[config.mk]
export PLATFORM = sky130hd
export DESIGN_NAME = ehs_ram
export DESIGN_NICKNAME = d
export VERILOG_FILES = /design/src/rtl/ehs_ram.sv
export SDC_FILE = /design/constraint.sdc
export NUM_CORES = 1
export LEC_CHECK = 0
export BUFFER_PORTS_ARGS = -buffer_cell sky130_fd_sc_hd__buf_2
export CORE_MARGIN = 8
export CORE_UTILIZATION = 30
export CTS_CLUSTER_DIAMETER = 30
export DETAILED_ROUTE_END_ITERATION = 8
export PLACE_DENSITY = 0.44
export SKIP_LAST_GASP = 1
export SYNTH_ARGS = -nofsm -noshare
export SYNTH_HDL_FRONTEND = slang
export SYNTH_SLANG_ARGS = --single-unit
[constraint.sdc]
create_clock -name clk -period 2.2 [get_ports clk]
set_clock_uncertainty 0.1 [all_clocks]
set_input_delay 0.44 -clock clk [delete_from_list [all_inputs] [get_ports clk]]
set_output_delay 0.44 -clock clk [all_outputs]
set_load 0.05 [all_outputs]
[src/rtl/ehs_ram.sv]
// ----------------------------------------------------------------------------
// ehs_ram
// Generic simple dual-port RAM: one write port, one read port with the read
// data registered.
// ----------------------------------------------------------------------------
module ehs_ram #(
	parameter int WIDTH = 8,
	parameter int DEPTH = 16
) (
	input  logic                     clk,
	input  logic                     we,
	input  logic [$clog2(DEPTH)-1:0] waddr,
	input  logic [WIDTH-1:0]         wdata,
	input  logic                     re,
	input  logic [$clog2(DEPTH)-1:0] raddr,
	output logic [WIDTH-1:0]         rdata
);

	logic [WIDTH-1:0] mem [DEPTH];

	// write port
	always_ff @(posedge clk) begin
		if (we) begin
			mem[waddr] <= wdata;
		end
	end

	// registered read port
	always_ff @(posedge clk) begin
		if (re) begin
			rdata <= mem[raddr];
		end
	end

endmodule

* Word level (Yosys, flattened, before mapping) *
Memories as Yosys holds them, arrays and structs flattened. A register that Yosys moved wholly into a read port is not among the register bits.
Index checks and enable logic that the tools add are counted.

cells by class
  multiplexer cells = 2

operators by type and width
  kind     count
  $mux W1  2

word-level totals
  bits of input ports = 19
  output and inout bits = 8
  bits in writable memories = 128
  memories = 1
  bits in registers = 0
  word-level logic and storage cells = 3

memories
  memory  depth  bits a word  rd ports  clocked after memory_dff  write ports  line  source
  mem     16     8            1         1                         1            19    logic [WIDTH-1:0] mem [DEPTH];

* Logic depth before layout (Yosys ltp) *
  depth in word-level cells = 2
  depth in mapped cells = 5
  gate-level depth less buffers = 3

* Worst setup path before layout *
OpenSTA, ideal clock, no wires.

  path type = in2reg
  start point = input port waddr[2]
  end point = memory mem[0][0], enable pin
  setup time = 0.383 ns
  arrival = 1.550 ns
  data required time = 1.717 ns
  stages = 2
  setup slack = 0.167 ns
  path buffers = 0
  cells stage by stage = or3b_2 > nor3_1

RTL lines
  item             line  source
  start, declared  12    input logic [$clog2(DEPTH)-1:0] waddr,
  end, declared    19

Straight into the memory's write port.

==> metrics.txt <==
# TYPE chip_impl_metric gauge
chip_impl_info{name="status",value="complete, no violations"} 1
chip_impl_info{name="worstSetupStartpointType",value="input pin"} 1
chip_impl_metric{name="sequential_cell_area",unit="um2"} 4080
chip_impl_metric{name="synth.net_count",unit=""} 248
chip_impl_metric{name="nNetsFinal",unit=""} 308
chip_impl_metric{name="place_congestion",unit=""} 0.701
chip_impl_metric{name="grt_start_max_net_pins",unit=""} 33
chip_impl_metric{name="power.switching_fraction",unit="%"} 19.7
chip_impl_metric{name="critPathArrivalTime",unit="ns"} 1.78
chip_impl_metric{name="rows",unit=""} 48
chip_impl_info{name="synth_top_area_cell",value="edfxtp_1"} 1
chip_impl_metric{name="pwr-share-comb",unit="%"} 5.4
chip_impl_metric{name="netlist_area",unit="um2"} 5230
chip_impl_metric{name="finalWorstPathRequiredPeriod",unit="ns"} 1.74
chip_impl_metric{name="global_routing_usage_on_met2",unit="%"} 16.8
chip_impl_metric{name="detail_route.iter0.violations",unit=""} 293
chip_impl_info{name="layout.cells.most_common",value="edfxtp_1"} 1
chip_impl_metric{name="drt_pass1_iterations",unit=""} 4
chip_impl_metric{name="grt_use_met3",unit="%"} 3.58
chip_impl_metric{name="dieArea",unit="um2"} 21900
chip_impl_metric{name="die_width",unit="um"} 148
chip_impl_info{name="hold_path.class",value="input pin to flip-flop"} 1
chip_impl_metric{name="clock_sink_count",unit=""} 136
chip_impl_metric{name="fp.coreArea",unit="um2"} 17200
chip_impl_metric{name="groute.layer.met1.usage",unit="%"} 13.9
chip_impl_metric{name="synth_largest_type_area_fraction",unit="%"} 78.1
chip_impl_metric{name="area_delta_synth_final",unit="%"} 22.0
chip_impl_metric{name="first_global_vias",unit=""} 2691
chip_impl_metric{name="fin_max_slew_vios",unit=""} 0
chip_impl_metric{name="cts_htree_levels",unit=""} 4
chip_impl_metric{name="multi_input_combinational_cell_area",unit="um2"} 1060
chip_impl_info{name="category_of_the_critical_setup_timing_path",value="input pin to flip-flop"} 1
chip_impl_metric{name="total_leakage_power",unit="nW"} 2.15
chip_impl_metric{name="seq_area_frac_synth",unit="%"} 78.1
chip_impl_metric{name="syn_inst",unit=""} 229
chip_impl_metric{name="cellPowerDensity",unit="nW/um2"} 958
chip_impl_metric{name="clkLatencyLatePin",unit="ns"} 0.42
chip_impl_metric{name="place.detailed.hpwl",unit="um"} 7370
chip_impl_metric{name="vias_per_cell",unit=""} 4.59
chip_impl_metric{name="slew-limit-headroom",unit="%"} 68.7
chip_impl_info{name="rsz0062_at_grt",value="no"} 1
chip_impl_metric{name="dpl-instance-area",unit="um2"} 5790
chip_impl_metric{name="largest_driver_fanout_on_the_critical_path",unit=""} 8
chip_impl_metric{name="vias",unit=""} 2413
chip_impl_info{name="end_kind",value="flip-flop"} 1
chip_impl_metric{name="design_area",unit="um2"} 6380
chip_impl_metric{name="antennaDiodeCount",unit=""} 0
chip_impl_metric{name="groute.usage.overall",unit="%"} 11.0
chip_impl_metric{name="critPathRequiredTime",unit="ns"} 2.25
chip_impl_metric{name="cts_hold_repair.buffers",unit=""} 0
chip_impl_metric{name="cts.clk_slew.worst_paths",unit="ns"} 0.06
chip_impl_metric{name="grt_pass1_wl",unit="um"} 17000
chip_impl_metric{name="cts_made_buffers",unit=""} 17
chip_impl_metric{name="final_cycle_utilization_of_the_critical_path",unit="%"} 78.9
chip_impl_metric{name="fin_setup_tns",unit="ns"} 0
chip_impl_info{name="global_route.peak_usage_layer",value="met2"} 1
chip_impl_metric{name="max_clock_freq",unit="GHz"} 0.576
chip_impl_metric{name="yosysUniqueCellTypes",unit=""} 18
chip_impl_metric{name="switching_power",unit="mW"} 1.20
chip_impl_metric{name="synthesis.area_per_instance",unit="um2"} 22.8
chip_impl_metric{name="globalRouteOverflowTotal",unit=""} 0
chip_impl_metric{name="timing_worst_slew_pin_value",unit="ns"} 0.470
chip_impl_metric{name="power.internal",unit="mW"} 4.91
chip_impl_metric{name="ctsResizeCount",unit=""} 0
chip_impl_metric{name="grt_antenna_before_repair",unit=""} 0
chip_impl_metric{name="ys_seq_elements",unit=""} 136
chip_impl_metric{name="totalWireLength",unit="um"} 11100
chip_impl_metric{name="final_layout_size_suffix_gt1_share",unit="%"} 31.9
chip_impl_metric{name="ctsLongestPathBuffers",unit=""} 2
chip_impl_metric{name="irDropWorstVdd",unit="mV"} 0.511
chip_impl_metric{name="finalHoldViolCount",unit=""} 0
chip_impl_info{name="clock_tree_from_tritoncts",value="built"} 1
chip_impl_metric{name="p_clk_share",unit="%"} 46.6
chip_impl_metric{name="drc",unit=""} 0
chip_impl_metric{name="synth.yosys.warnings",unit=""} 0
chip_impl_info{name="mostFrequentLayoutCells",value="136 x edfxtp_1, 26 x buf_2, 21 x buf_4"} 1
chip_impl_metric{name="placement.io_buffers",unit=""} 26
chip_impl_metric{name="fillCellCount",unit=""} 1620
chip_impl_metric{name="detail-route-antenna-nets",unit=""} 0
chip_impl_metric{name="io_pins",unit=""} 27
chip_impl_metric{name="initial_utilization",unit="%"} 30.4
chip_impl_metric{name="die_h",unit="um"} 148
chip_impl_metric{name="max_cap_viols",unit=""} 0
chip_impl_metric{name="drt-wirelength-per-cell",unit="um"} 21.1
chip_impl_metric{name="report.final.setup_viol",unit=""} 0
chip_impl_info{name="netlist_top_cells_area",value="edfxtp_1 78%, mux4_2 7.8%, mux4_1 7.0%"} 1
chip_impl_info{name="cts_root_buf",value="clkbuf_16"} 1
chip_impl_metric{name="post_cts_repair_timing_setup_buffer_count",unit=""} 0
chip_impl_metric{name="p_seq_share",unit="%"} 48.0
## cells in the mapped netlist
| library cell | instances |
|---|---|
| and2_1 | 1 |
| nand3b_1 | 2 |
| buf_6 | 3 |
| mux4_2 | 18 |
| edfxtp_1 | 136 |
| nand3_1 | 1 |
| nor2_1 | 13 |
| buf_2 | 3 |
| mux4_1 | 14 |
| clkdlybuf4s25_2 | 3 |
| nor2b_1 | 1 |
| buf_4 | 1 |
| nor3_1 | 4 |
| nand2b_1 | 2 |
| or3b_2 | 1 |
| and2b_1 | 1 |
| nand2_1 | 9 |
| a22oi_1 | 16 |
## cell families (layout without fill, tap and decap cells)
kind of cell    after synthesis  after routing  synth area share [%]
simple gates                 35             35                  3.14
flops                       136            136                  78.1
mux                          32             32                  14.8
buf+inv                      10             82                  1.65
compound gates               16             16                  2.30
## per-layer routing
metal	wire (um)	part of all wire, %
met4	121	1.1
met3	539	4.8
met1	4970	45
met5	0	0
met2	5490	49
## worst paths after layout
path	start	to	slack (ns)	depth (start not counted)
setup / recovery	raddr[0]	rdata[3]$_DFFE_PP_	0.46	6
hold reg to reg	mem[8][4]$_DFFE_PP_	rdata[4]$_DFFE_PP_	0.66	3
setup reg to reg	mem[7][4]$_DFFE_PP_	rdata[4]$_DFFE_PP_	0.56	3
hold / removal	wdata[6]	mem[10][6]$_DFFE_PP_	0.30	1
## power by group through the flow
stage / sequential [mW] / combinational, mW / clock [mW]
CTS: 2.94 / 0.338 / 2.91
finish: 2.93 / 0.328 / 2.85
detailed placement: 2.99 / 0.338 / 0
global route: 2.94 / 0.358 / 3.03
global placement: 2.99 / 0.335 / 0
floorplan: 3.03 / 0.147 / 0
## area by class of cell
class | instances | area share (%)
flip-flops and latches | 136 | 64.0
well taps | 225 | 4.41
multi-input cells | 83 | 16.6
clock buffers | 18 | 6.73
repair buffers | 51 | 5.77
clock inverters | 13 | 2.51
## worst max-delay path: stages
cell     delay [ns]
buf_2          0.16
buf_12         0.15
buf_12         0.13
mux4_1         0.54
a22oi_1        0.27
nand2_1        0.08
## through the flow
| step | cells | utilization, % | power (mW) | setup WS (ns) | hold WS (ns) |
|---|---|---|---|---|---|
| after floorplan | 229 | - | 3.18 | 0.167 | 0.439 |
| after global placement | 495 | 33.7 | 3.32 | 0.0489 | 0.633 |
| after detailed placement | 495 | 33.7 | 3.33 | 0.0290 | 0.654 |
| after CTS | 526 | 37.1 | 6.19 | 0.472 | 0.288 |
| after global routing | 526 | 37.1 | 6.33 | 0.408 | 0.297 |
| final | 526 | 37.1 | 6.11 | 0.463 | 0.301 |
## registers in the layout (all words and copies together), names as in the netlist
register  flops
mem         128
rdata         8
No activity file was read; power rests on OpenSTA's default activity.
