==> src/rtl/ehs_pkg.sv <==
// ----------------------------------------------------------------------------
// ehs_pkg
// Shared types and constants of the earliest-hit-per-cell selector: field
// widths, request and register codes, and the layout of one cell entry.
// ----------------------------------------------------------------------------
package ehs_pkg;

	// field widths
	localparam int TIME_W  = 32;
	localparam int IDX_W   = 12;
	localparam int DIST_W  = 16;
	localparam int SCALE_W = 20;
	localparam int CFG_W   = 32;

	// drift product and exact arrival sum
	localparam int FRAC_BITS = 16;
	localparam int PROD_W    = DIST_W + SCALE_W + 1;
	localparam int SUM_W     = TIME_W + 2;

	localparam logic signed [PROD_W-1:0] ROUND_HALF = PROD_W'(1 << (FRAC_BITS - 1));
	localparam logic signed [TIME_W-1:0] TIME_MAX   = 32'sh7FFF_FFFF;
	localparam logic signed [TIME_W-1:0] TIME_MIN   = 32'sh8000_0000;

	// request codes
	localparam logic OP_LOAD  = 1'b0;
	localparam logic OP_DRAIN = 1'b1;

	// configuration register indexes
	localparam logic CFG_TRIGGER_TIME = 1'b0;
	localparam logic CFG_DRIFT_SCALE  = 1'b1;

	localparam logic signed [TIME_W-1:0] TRIGGER_RESET = '0;
	localparam logic [SCALE_W-1:0]       SCALE_RESET   = 20'd52429;

	// one cell entry as held in the cell memory
	typedef struct packed {
		logic                     occ;
		logic signed [TIME_W-1:0] best_time;
		logic [IDX_W-1:0]         best_index;
	} ehs_entry_t;

	localparam int ENTRY_W = $bits(ehs_entry_t);

endpackage

==> src/rtl/ehs_arrival.sv <==
// ----------------------------------------------------------------------------
// ehs_arrival
// Two-stage arrival time unit: drift times scale product, then rounding,
// sum with hit time, trigger subtraction and saturation to 32 bits.
// ----------------------------------------------------------------------------
module ehs_arrival import ehs_pkg::*; (
	input  logic                     clk,
	input  logic                     en,
	input  logic signed [TIME_W-1:0] hit_time,
	input  logic signed [DIST_W-1:0] drift_dist,
	input  logic signed [TIME_W-1:0] trigger_time,
	input  logic [SCALE_W-1:0]       drift_scale,
	output logic signed [TIME_W-1:0] arrival
);

	logic signed [PROD_W-1:0] prod_s1;
	logic signed [TIME_W-1:0] time_s1;
	logic signed [PROD_W-1:0] rnd_full;
	logic signed [SUM_W-1:0]  sum;

	// stage 1: signed drift times unsigned Q4.16 scale
	always_ff @(posedge clk) begin
		if (en) begin
			prod_s1 <= PROD_W'(drift_dist) * PROD_W'($signed({1'b0, drift_scale}));
			time_s1 <= hit_time;
		end
	end

	// round to nearest, ties up, then exact sum
	always_comb begin
		rnd_full = (prod_s1 + ROUND_HALF) >>> FRAC_BITS;
		sum      = SUM_W'(time_s1) + SUM_W'(rnd_full) - SUM_W'(trigger_time);
	end

	// stage 2: saturate to the signed 32 bit range
	always_ff @(posedge clk) begin
		if (sum > SUM_W'(TIME_MAX)) begin
			arrival <= TIME_MAX;
		end else if (sum < SUM_W'(TIME_MIN)) begin
			arrival <= TIME_MIN;
		end else begin
			arrival <= TIME_W'(sum);
		end
	end

endmodule

==> config.mk <==
export PLATFORM = sky130hd
export DESIGN_NAME = ehs_arrival
export DESIGN_NICKNAME = d
export VERILOG_FILES = /design/src/rtl/ehs_pkg.sv /design/src/rtl/ehs_arrival.sv
export SDC_FILE = /design/constraint.sdc
export NUM_CORES = 1
export LEC_CHECK = 0
export BUFFER_PORTS_ARGS = -buffer_cell sky130_fd_sc_hd__buf_2
export CORE_MARGIN = 2
export CORE_UTILIZATION = 35
export CTS_BUF_LIST = sky130_fd_sc_hd__clkbuf_8 sky130_fd_sc_hd__clkbuf_16
export CTS_CLUSTER_SIZE = 40
export DETAILED_ROUTE_END_ITERATION = 8
export PLACE_DENSITY = 0.62
export SYNTH_ARGS = -nofsm -noshare
export SYNTH_HDL_FRONTEND = slang
export SYNTH_SLANG_ARGS = --single-unit
==> constraint.sdc <==
create_clock -name clk -period 9.6 [get_ports clk]
set_input_delay 0.48 -clock clk [delete_from_list [all_inputs] [get_ports clk]]
set_output_delay 0.48 -clock clk [all_outputs]
set_load 0.02 [all_outputs]
**Word level (Yosys, flattened, before mapping)**

Cells that the tools add are included.

- Register bits after elaboration: 101
- Bits in latches: 0
- Memory bits (writable): 0
- ROM bits: 0
- Word-level logic and storage cells: 10
- Memories: 0

- Add/subtract/negate cells: 3
- Multipliers: 1
- Divide/modulo/power cells: 0
- Magnitude comparators: 2
- Equality and inequality tests: 0
- Shift-type cells: 0
- Mux-type cells: 1
- Bitwise logic cells: 0
- Reduce and logical (&&, ||, !) cells: 0

Operator list:

| cell | number |
|---|---|
| adder 37 x 17 -> 37 bit (second input constant) | 1 |
| multiplier 16 x 21 -> 37 bit | 1 |
| greater-than comparator 34 x 32 -> 1 bit (second input constant) | 1 |
| < comparator 34 x 32 -> 1 bit (second input constant) | 1 |
| subtractor 33 x 32 -> 34 bit | 1 |
| adder 32 x 21 -> 33 bit | 1 |
| 2-to-1 mux 32 bit | 1 |

**Depth between registers and ports, before layout**

Gate-level depths: netlist (run 1).

- Depth after elaboration: 5
- Gate-level depth with buffers: 24
- Mapped depth without buffers: 23

**Worst setup path after synthesis (run 1)**

Ideal clock, no wire load.

- Path type: input -> register
- From: input drift_dist[1]
- To: register prod_s1[36] (data pin)
- Library setup time: 262 ps
- Arrival time: 6552 ps
- Required time: 9338 ps
- Slack: 2786 ps
- Cell stages on the path: 24
- Path buffers: 2
- Cell sequence: clkbuf_1 -> clkbuf_1 -> nand2_1 -> fa_1 -> inv_1 -> fa_1 -> inv_1 -> fa_1 -> inv_1 -> fa_1 -> fa_1 -> inv_1 -> fa_1 -> inv_1 -> ha_1 -> and3_4 -> and2_1 -> a221oi_2 -> o21ai_2 -> o31a_1 -> a221o_1 -> a2111oi_4 -> o31ai_1 -> xnor2_1

- Longest elaborated chain between the ends: 1

RTL lines:

| element | RTL line | source |
|---|---|---|
| start, declared | ehs_arrival.sv:10 | `input logic signed [DIST_W-1:0] drift_dist,` |
| multiplier 16 x 21 -> 37 bit | ehs_arrival.sv:24 | `prod_s1 <= PROD_W'(drift_dist) * PROD_W'($signed({1'b0, drift_scale}));` |
| end signal, assigned | ehs_arrival.sv:24 |  |
| end, declared | ehs_arrival.sv:16 | `logic signed [PROD_W-1:0] prod_s1;` |

Every way passes these cells.
A chain may end at the register's enable or synchronous reset.

**Worst setup path after layout (run 1)**

- From: input drift_dist[15]
- To: register prod_s1[36] (data pin)

Same word-level chain as after synthesis.

==> results of run 1 <==
[power breakdown]
part	switching (uW)	internal (uW)	leakage [uW]
clock network	158	207	0.000150
logic	3190	2370	0.00779
registers	60.5	754	0.000797
total	3410	3330	0.00874
[cells by family after synthesis]
family,Yosys count
XOR/XNOR,73
AO/OA/AOI/OAI,198
buffers and inverters,467
adder cells (fa/ha/maj),443
flip-flops,86
AND/OR/NAND/NOR,446
[state kept, by name, indices dropped and copies added, names as in the netlist]
name and count:
arrival 32, time_s1 32, prod_s1 22
[synth_stat cells, types with 14 or more instances]
cell	count	area, um2
edfxtp_1	54	1620
nand3_1	17	85.1
inv_1	398	1490
dfxtp_1	32	641
clkbuf_1	69	259
nor2_1	33	124
xnor2_1	38	333
fa_1	281	5630
nand4_1	14	87.6
a21o_1	31	233
a21oi_1	57	285
and2_1	132	826
o21ai_0	49	245
nand2_1	207	777
ha_1	162	2030
xor2_1	35	307
[through the flow]
step                      cell area, um2  power (uW)  hold slack, ns
after global routing               17300        7650           0.295
after floorplan                    15800        5060           0.579
after CTS                          17300        6830           0.297
after global placement             16900        6310           0.657
final                              17300        6740           0.307
after detailed placement           16900        6420           0.658
[per-layer routing]
metal	vias up	track usage, %
met1	5601	23.5
met5	-	0
met2	323	26.1
met3	45	2.39
li1	5400	-
met4	0	3.17
[worst max path at each step]
stage / startpoint / endpoint / slack [ns]
6_report: drift_dist[15] / prod_s1[36]$_DFFE_PP_ / 2.85
5_1_grt: drift_dist[15] / prod_s1[36]$_DFFE_PP_ / 2.44
4_1_cts: drift_dist[15] / prod_s1[36]$_DFFE_PP_ / 2.81
3_5_place_dp: drift_dist[15] / prod_s1[36]$_DFFE_PP_ / 2.44
3_3_place_gp: drift_dist[15] / prod_s1[36]$_DFFE_PP_ / 2.57
2_1_floorplan: drift_dist[1] / prod_s1[36]$_DFFE_PP_ / 2.79
[cell usage in the layout (no fill, tap or decap), types with 13 or more instances in the layout]
cell type / synthesis / routed
fa_1: 281 / 281
nand2b_1: 13 / 13
inv_1: 398 / 398
o21ai_0: 49 / 49
xor2_1: 35 / 35
ha_1: 162 / 162
and2_1: 132 / 132
nand3_1: 17 / 17
nor2_1: 33 / 33
buf_2: 0 / 133
dfxtp_1: 32 / 32
nand4_1: 14 / 14
edfxtp_1: 54 / 54
nand2_1: 207 / 207
xnor2_1: 38 / 38
a21oi_1: 57 / 56
a21o_1: 31 / 31
[cell type report]
cell class	count	area, um2
clock buffer	9	225
sequential	86	2260
tap	592	741
inverter	398	1490
timing repair buffer	136	688
clock inverter	7	88.8
fill	4457	27100
multi-input combinational	1160	11800
[critical path: cells and delay by family]
family	cells	cell delay, ns
fa+ha+maj	7	3.51
buf+inv	4	0.58
xor+xnor	1	0.13
compound gates	6	1.65
simple gates	3	0.49
==> out/metrics.csv, run 1 <==
metric,value,unit
synth_top_family_by_area,adder cells,
final_util,38.9,%
rrSetupSlack,4.14,ns
min_from,hit_time[6],
synth_cell_types,49,
synth_edf_count,54,
synthArstFlopShare,0,%
worst-setup-path-type,input pin to register,
finalWorstSetupSlack,2.85,ns
insertedDiodeCount,0,
viasPerCell,4.76,
dr_wl_met3,2.31,mm
num_rows,77,
grt_pass1_vias,11885,
clk_pin_slew,0.07,ns
synth_ff_type,edfxtp_1,
fin_skew,0.00654,ns
die_w,216,um
antenna_found_initial,0,
yosys-mux-area-fraction,0,%
synth_area,0.0158,mm2
num_io_pins,134,
die-area,0.0468,mm2
fp.coreArea,0.0443,mm2
nNetsFinal,2336,
crit_fanout,12,
cap_violations,0,
critical_path.cell_chain,"buf_2, inv_1, nor2_1, fa_1, fa_1, fa_1, fa_1, fa_1, inv_1, fa_1, inv_1, ha_1, and3_4, and2_1, a221oi_2, o21ai_2, o31a_1, a221o_1, a2111oi_4, o31ai_1, xnor2_1",
drc,0,
synth_seq_area_share,14.3,%
gp_congestion,0.864,
synth_cells,1713,
slew_headroom,28.7,%
grt_overflow_total,0,
grt_pass1_wl,61.5,mm
setup_viol,0,
wirelength,37.0,mm
status,"finished, final reports clean",
die_h,216,um
met1_length,17.5,mm
max_freq,148,MHz
cp_common_cell,fa_1,
end_kind,register,
yosys.area_share.adder,48.5,%
numCtsBuffers,9,
clock_path_buffers,2,
synth-simple-area-share,13.8,%
vias,11369,
final_period_minus_worst_setup_slack,6.75,ns
port-buffer-count,133,
min_to,time_s1[6]$_DFFE_PP_,
top_layer,met4,
clk_latency,0.34,ns
vdd_drop_max,0.000307,V
avgSynthCellArea,9.20,um2
cts.hold.buffers_added,0,
grt_max_degree,55,
hpwlAfterDp,30.5,mm
cts_tree,yes,
tns,0,ns
ctsResizeCount,0,
htreeDepth,3,
finalHoldViolations,0,
initial_core_util,35.6,%
ant_nets,0,
power_density,390,mW/mm2
synth_seq_cells,86,
drt-wirelength-per-cell,15.5,um
clkSinkCount,86,
pre_cts_slack,2.44,ns
dp.cells,2372,
yosysWarnings,0,
met2_wirelength,16.5,mm
slowest_delay,0.55,ns
rr_worst_depth,18,
synthXorXnorAreaFrac,4.05,%
leakagePower,0.00874,uW
post_cts_buffers,0,
cp_slowest_cell,fa_1,
rr_endpoint,arrival[27]$_SDFF_PN1_,
cts-root-buf,clkbuf_16,
period_share,70.3,%
layout-drive-gt1-share,9.13,%
drtPass1Iterations,8,
min_path_type,input pin to register,
worstReg2RegStart,prod_s1[17]$_DFFE_PP_,
syn-num-nets,2258,
startpoint_type,input pin,
synth_compound_area_share,8.17,%
dr.first_iter.drc_count,803,
arrival,6.84,ns
syn2layout_area_growth,9.44,%
grt_usage,16.3,%
worst_pin_slew,1.07,ns
stdcell_count,2388,
rsz0062_at_grt,no,
worst_ep_required_time,9.70,ns
slew_viol_final,0,
hold_depth,1,
Power figures use the tool's default switching activity.
==> inputs of run 2 (changes only) <==
- ABC_AREA: unset -> 1
- clock period: 9.6 -> 6.6 ns (I/O delays scaled with it)
==> out/metrics.csv, run 2 <==
metric,value,unit,change
post_cts_buffers,0,,unchanged
grt_pass1_wl,72.2,mm,was 61.5 mm
hold_slack,0.149,ns,was 0.307 ns
synth_cell_types,40,,was 49
multi_input_area,0.0124,mm2,was 0.0118 mm2
critical_path.cell_chain,"buf_2, inv_1, nor2_1, fa_1, fa_1, fa_1, fa_1, fa_1, inv_1, fa_1, inv_1, ha_1, a21oi_1, o21ai_0, a21oi_1, nor2_1, a211oi_1, nand2_1, nand2_1, nand2_1",,"was buf_2, inv_1, nor2_1, fa_1, fa_1, fa_1, fa_1, fa_1, inv_1, fa_1, inv_1, ha_1, and3_4, and2_1, a221oi_2, o21ai_2, o31a_1, a221o_1, a2111oi_4, o31ai_1, xnor2_1"
synth_compound_area_share,4.10,%,was 8.17%
max_freq,174,MHz,
synth_top_area_share,32.4,%,was 35.7%
top_regs,"arrival: 32 flops, time_s1: 32 flops, prod_s1: 22 flops",,unchanged
seq_area,0.00226,mm2,unchanged
cap_violations,0,,unchanged
final_util,38.6,%,was 38.9%
drt-wirelength-per-cell,14.2,um,was 15.5 um
slew_viol_final,0,,unchanged
tns,0,ns,unchanged
final_common_cell,inv_1,,unchanged
fin_skew,0.00881,ns,was 0.00654 ns
clk_pin_slew,0.07,ns,about the same
clk_latency,0.35,ns,was 0.34 ns
crit_fanout,21,,was 12
end_kind,register,,unchanged
worst_pin_slew,0.717,ns,was 1.07 ns
avgSynthCellArea,7.61,um2,was 9.20 um2
wirelength,43.1,mm,was 37.0 mm
synth-simple-area-share,20.3,%,was 13.8%
worst_ep_required_time,6.71,ns,was 9.70 ns
synth_seq_cells,86,,unchanged
gp_congestion,0.905,,was 0.864
status,"finished, final reports clean",,unchanged
setup_viol,0,,unchanged
rsz0062_at_grt,no,,unchanged
cp_common_cell,fa_1,,unchanged
drtPass1Iterations,6,,was 8
antenna_found_initial,1,,was 0
numCtsBuffers,9,,unchanged
die-area,0.0514,mm2,was 0.0468 mm2
nNetsFinal,2907,,"was 2,336"
yosysWarnings,0,,unchanged
synth_edf_count,54,,unchanged
layout-drive-gt1-share,8.15,%,was 9.13%
num_rows,81,,was 77
worst-setup-path-type,input pin to register,,unchanged
grt_max_degree,55,,unchanged
period_share,86.9,%,
cp_slowest_cell,fa_1,,unchanged
dr.first_iter.drc_count,904,,was 803
port-buffer-count,133,,unchanged
grt_usage,17.5,%,was 16.3%
yosysTopAreaCell,fa_1,,unchanged
num_io_pins,134,,unchanged
synth_seq_area_share,13.0,%,was 14.3%
startpoint_type,input pin,,unchanged
synth_top_family_by_area,adder cells,,unchanged
ctsResizeCount,0,,unchanged
vias,14026,,"was 11,369"
finalHoldViolations,0,,unchanged
yosys-mux-area-fraction,0,%,unchanged
synthXorXnorAreaFrac,2.92,%,was 4.05%
synth_cells,2284,,"was 1,713"
drc,0,,unchanged
fill_cells,5068,,"was 4,457"
clkSinkCount,86,,unchanged
viasPerCell,4.63,,was 4.76
slew_headroom,52.2,%,was 28.7%
initial_core_util,35.5,%,was 35.6%
cts-root-buf,clkbuf_16,,unchanged
synth_area,0.0174,mm2,was 0.0158 mm2
arrival,5.84,ns,was 6.84 ns
htreeDepth,3,,unchanged
synthArstFlopShare,0,%,unchanged
final_period_minus_worst_setup_slack,5.73,ns,
grt_pass1_vias,14628,,"was 11,885"
cts.hold.buffers_added,0,,unchanged
min_path_type,input pin to register,,unchanged
slowest_delay,0.54,ns,was 0.55 ns
syn2layout_area_growth,8.67,%,was 9.44%
syn-num-nets,2829,,"was 2,258"
yosysMostFrequentCell,inv_1,,unchanged
cts_tree,yes,,unchanged
synth_area_leaders,"fa_1, inv_1, nand2_1, ha_1, edfxtp_1",,"was fa_1, ha_1, edfxtp_1, inv_1, and2_1"
final_cell_mix,"inv_1, nand2_1, fa_1",,"was inv_1, fa_1, nand2_1"
ant_nets,0,,unchanged
die_h,227,um,was 216 um
yosys.area_share.adder,44.0,%,was 48.5%
synth_ff_type,edfxtp_1,,unchanged
fp.coreArea,0.0490,mm2,was 0.0443 mm2
synthTopCellsByCount,"inv_1, nand2_1, fa_1",,"was inv_1, fa_1, nand2_1"
hpwlAfterDp,36.9,mm,was 30.5 mm
grt_overflow_total,0,,unchanged
clock_path_buffers,2,,unchanged
die_w,227,um,was 216 um
-- run 2: cell count changes in the layout (fill, tap and decap cells not counted), moves of 23 or more --
cell     delta
nand2_1   +419
inv_1     +238
and2_1    -130
nor2_1     +64
nand3_1    +43
xnor2_1    -23
a21o_1     -23
-- run 2: path summary, 6_finish.rpt --
check                   startpoint                     to  slack, ns  depth (start not counted)
min reg2reg   time_s1[0]$_DFFE_PP_  arrival[0]$_SDFF_PN1_       0.58                          3
max                 drift_dist[15]  prod_s1[33]$_DFFE_PP_       0.87                         20
max reg2reg  prod_s1[17]$_DFFE_PP_  arrival[3]$_SDFF_PN1_       1.91                         22
min                   hit_time[29]  time_s1[29]$_DFFE_PP_       0.15                          1
-- run 2: per-stage QoR --
stage               cell area, um2  std cells  setup slack (ns)
floorplan                    17400       2284             0.976
global placement             18600       3015             0.552
detailed placement           18600       3015             0.497
CTS                          18900       3031             0.872
global route                 18900       3032             0.569
finish                       18900       3032             0.868
-- run 2: final cells by class --
type / count / share of cell area [%]
antenna: 1 / 0.0133
clock buffer: 9 / 1.19
clock inverter: 7 / 0.424
inverter: 641 / 12.8
multi-input combinational: 1489 / 65.6
sequential: 86 / 12.0
tap: 664 / 4.40
timing repair buffer: 135 / 3.60
-- run 2: layer usage --
metal	wire (um)	global-route usage, %	up-vias
li1	-	-	6818
met1	19900	23.8	6779
met2	20200	30.0	377
met3	2270	1.62	52
met4	732	4.24	0
met5	0	0	-
-- run 2: logic make-up after synthesis --
kind of cell    count (synthesis)
compound gates                128
simple gates                  860
fa+ha+maj                     443
xor+xnor                       58
flops                          86
buf+inv                       709
-- run 2: worst max-delay path, delay by kind of cell --
| family | cells | cell delay (ns) |
|---|---|---|
| buf+inv | 4 | 0.72 |
| fa+ha+maj | 7 | 3.48 |
| simple gates | 5 | 0.42 |
| compound gates | 4 | 0.88 |
Power of run 2 is left out: the tool's default activity adds up to more than one toggle a clock period on the data nets, which glitch-free logic cannot reach.
==> inputs of run 3 (changes only) <==
--- a/config.mk
+++ b/config.mk
@@ -13,4 +13,5 @@
 export CTS_CLUSTER_SIZE = 40
 export DETAILED_ROUTE_END_ITERATION = 8
+export MAX_ROUTING_LAYER = met4
 export PLACE_DENSITY = 0.62
 export SYNTH_ARGS = -nofsm -noshare
==> constraint.sdc (replaced) <==
create_clock -name clk -period 6.6 [get_ports clk]
set_input_delay 1.32 -clock clk [delete_from_list [all_inputs] [get_ports clk]]
set_output_delay 1.32 -clock clk [all_outputs]
set_load 0.02 [all_outputs]
==> out/metrics.csv, run 3 (synthesized netlist as in run 2, its figures left out) <==
metric,value,unit,change
num_rows,81,,unchanged
cp.depth,20,,unchanged
gp_congestion,0.946,,was 0.905
final_cell_mix,"inv_1, nand2_1, fa_1",,unchanged
numCtsBuffers,9,,unchanged
fin_skew,0.0102,ns,was 0.00881 ns
crit_fanout,11,,was 21
post_cts_buffers,0,,unchanged
tns,0,ns,unchanged
grt_pass1_wl,74.3,mm,was 72.2 mm
endpoint,prod_s1[24]$_DFFE_PP_,,was prod_s1[33]$_DFFE_PP_
wirelength,44.6,mm,was 43.1 mm
htreeDepth,3,,unchanged
slowest_delay,0.59,ns,was 0.54 ns
setup_viol,0,,unchanged
clock_path_buffers,2,,unchanged
layout-drive-gt1-share,13.4,%,was 8.15%
ant_nets,0,,unchanged
cts.hold.buffers_added,0,,unchanged
fill_cells,5063,,"was 5,068"
slew_viol_final,0,,unchanged
vias,14391,,"was 14,026"
clkSinkCount,86,,unchanged
crit_family,adder cells,,unchanged
nNetsFinal,3039,,"was 2,907"
pre_cts_slack,-0.201,ns,was 0.497 ns
port-buffer-count,133,,unchanged
finalHoldViolations,0,,unchanged
final_period_minus_worst_setup_slack,6.41,ns,was 5.73 ns
die_w,227,um,unchanged
hpwlAfterDp,39.4,mm,was 36.9 mm
min_path_type,register to register,,was input pin to register
initial_core_util,35.5,%,unchanged
startpoint_type,input pin,,unchanged
rr_worst_depth,22,,unchanged
cts-root-buf,clkbuf_16,,unchanged
grt_max_degree,55,,unchanged
cp_common_cell,fa_1,,unchanged
grt_pass1_vias,15236,,"was 14,628"
rrSetupSlack,1.86,ns,was 1.91 ns
end_kind,register,,unchanged
critical_path.cell_chain,"buf_2, nand2_1, fa_1, inv_1, fa_1, fa_1, inv_1, fa_1, fa_1, fa_1, inv_1, ha_1, buf_4, nand2_1, nor2_2, inv_1, nor2_1, nand4_1, nand4_1, xor2_1",,"was buf_2, inv_1, nor2_1, fa_1, fa_1, fa_1, fa_1, fa_1, inv_1, fa_1, inv_1, ha_1, a21oi_1, o21ai_0, a21oi_1, nor2_1, a211oi_1, nand2_1, nand2_1, nand2_1"
clk_pin_slew,0.07,ns,about the same
arrival,6.58,ns,was 5.84 ns
cts_tree,yes,,unchanged
grt_overflow_total,0,,unchanged
cp_slowest_cell,fa_1,,unchanged
clk_latency,0.36,ns,was 0.35 ns
cp-startpoint,drift_dist[1],,was drift_dist[15]
die-area,0.0514,mm2,unchanged
worst-path-buf-inv,6,,was 4
final_common_cell,inv_1,,unchanged
antenna_found_initial,0,,was 1
slew_headroom,51.9,%,was 52.2%
syn2layout_area_growth,14.7,%,was 8.67%
worstReg2RegStart,prod_s1[17]$_DFFE_PP_,,unchanged
insertedDiodeCount,0,,was 1
top_regs,"arrival: 32 flops, time_s1: 32 flops, prod_s1: 22 flops",,unchanged
worst_pin_slew,0.721,ns,was 0.717 ns
cap_violations,0,,unchanged
grt_usage,18.7,%,was 17.5%
die_h,227,um,unchanged
dr.first_iter.drc_count,707,,was 904
fp.coreArea,0.0490,mm2,unchanged
drtPass1Iterations,5,,was 6
status,"finished, final reports clean",,unchanged
period_share,97.2,%,was 86.9%
hold_slack,0.597,ns,was 0.149 ns
worst-setup-path-type,input pin to register,,unchanged
viasPerCell,4.55,,was 4.63
rr_endpoint,arrival[16]$_SDFF_PN1_,,was arrival[3]$_SDFF_PN1_
drt-wirelength-per-cell,14.1,um,was 14.2 um
finalWorstSetupSlack,0.187,ns,was 0.868 ns
max_freq,156,MHz,was 174 MHz
num_io_pins,134,,unchanged
worst_ep_required_time,6.77,ns,was 6.71 ns
drc,0,,unchanged
==> run 3: cell count changes in the layout (fill, tap and decap cells not counted), moves of 2 or more <==
cell	delta
buf_2	-7
clkbuf_4	+7
buf_4	+130
inv_8	+3
a21oi_2	+6
inv_6	+2
a21oi_1	-6
buf_12	+2
clkinv_4	-3
==> run 3: worst min-delay path by stage <==
stage                                    start                    end  slack [ns]  cells past startpoint
after floorplan           time_s1[0]$_DFFE_PP_  arrival[0]$_SDFF_PN1_        0.54                      3
after global placement    time_s1[0]$_DFFE_PP_  arrival[0]$_SDFF_PN1_        0.59                      3
after detailed placement  time_s1[0]$_DFFE_PP_  arrival[0]$_SDFF_PN1_        0.57                      3
after CTS                 time_s1[0]$_DFFE_PP_  arrival[0]$_SDFF_PN1_        0.60                      3
after global routing      time_s1[0]$_DFFE_PP_  arrival[0]$_SDFF_PN1_        0.64                      3
final                     time_s1[0]$_DFFE_PP_  arrival[0]$_SDFF_PN1_        0.60                      3
==> run 3: cell type report <==
type / count / area [um2] / area share (%)
multi-input combinational: 1489 / 12400 / 62.3
inverter: 641 / 2410 / 12.1
sequential: 86 / 2260 / 11.3
timing repair buffer: 267 / 1710 / 8.60
tap: 664 / 831 / 4.17
clock buffer: 9 / 225 / 1.13
clock inverter: 7 / 68.8 / 0.345
==> run 3: worst register-to-register path, stage by stage, from the launching register on <==
cell and delay, ns:
edfxtp_1 0.40, nand3_1 0.14, nor3_2 0.20, nand3_1 0.17
nor2_1 0.19, nand3_1 0.14, nor2_1 0.23, nand2_1 0.10
xor2_1 0.18, inv_1 0.45, fa_1 0.54, ha_1 0.40
nand2_1 0.18, inv_1 0.05, a21oi_1 0.22, nand2_1 0.11
a21oi_1 0.18, nand3_1 0.10, nand2_1 0.08, nand2_2 0.09
o21ai_2 0.06, buf_4 0.29, nand2_1 0.11
==> run 3: metrics by stage <==
step           instances  utilization [%]  instance area (um2)
4_1_cts             3163             40.6                19900
5_1_grt             3163             40.7                19900
2_1_floorplan       2284                -                17400
3_3_place_gp        3147             40.0                19600
6_report            3163             40.7                19900
3_5_place_dp        3147             40.0                19600
==> run 3: what timing repair did <==
action                                 CTS  global route
gates resized for setup                  0            16
setup endpoints to repair                0            11
endpoints found under the hold margin    0             0
==> run 3: metal layers <==
layer / GRT usage, % / up-vias / part of all wire (%)
met1: 24.1 / 6866 / 46
li1: - / 7072 / -
met2: 31.2 / 384 / 47
met5: - / - / 0
met3: 1.97 / 69 / 4.8
met4: 5.01 / 0 / 2.2
Power of run 3 is left out for the same reason.
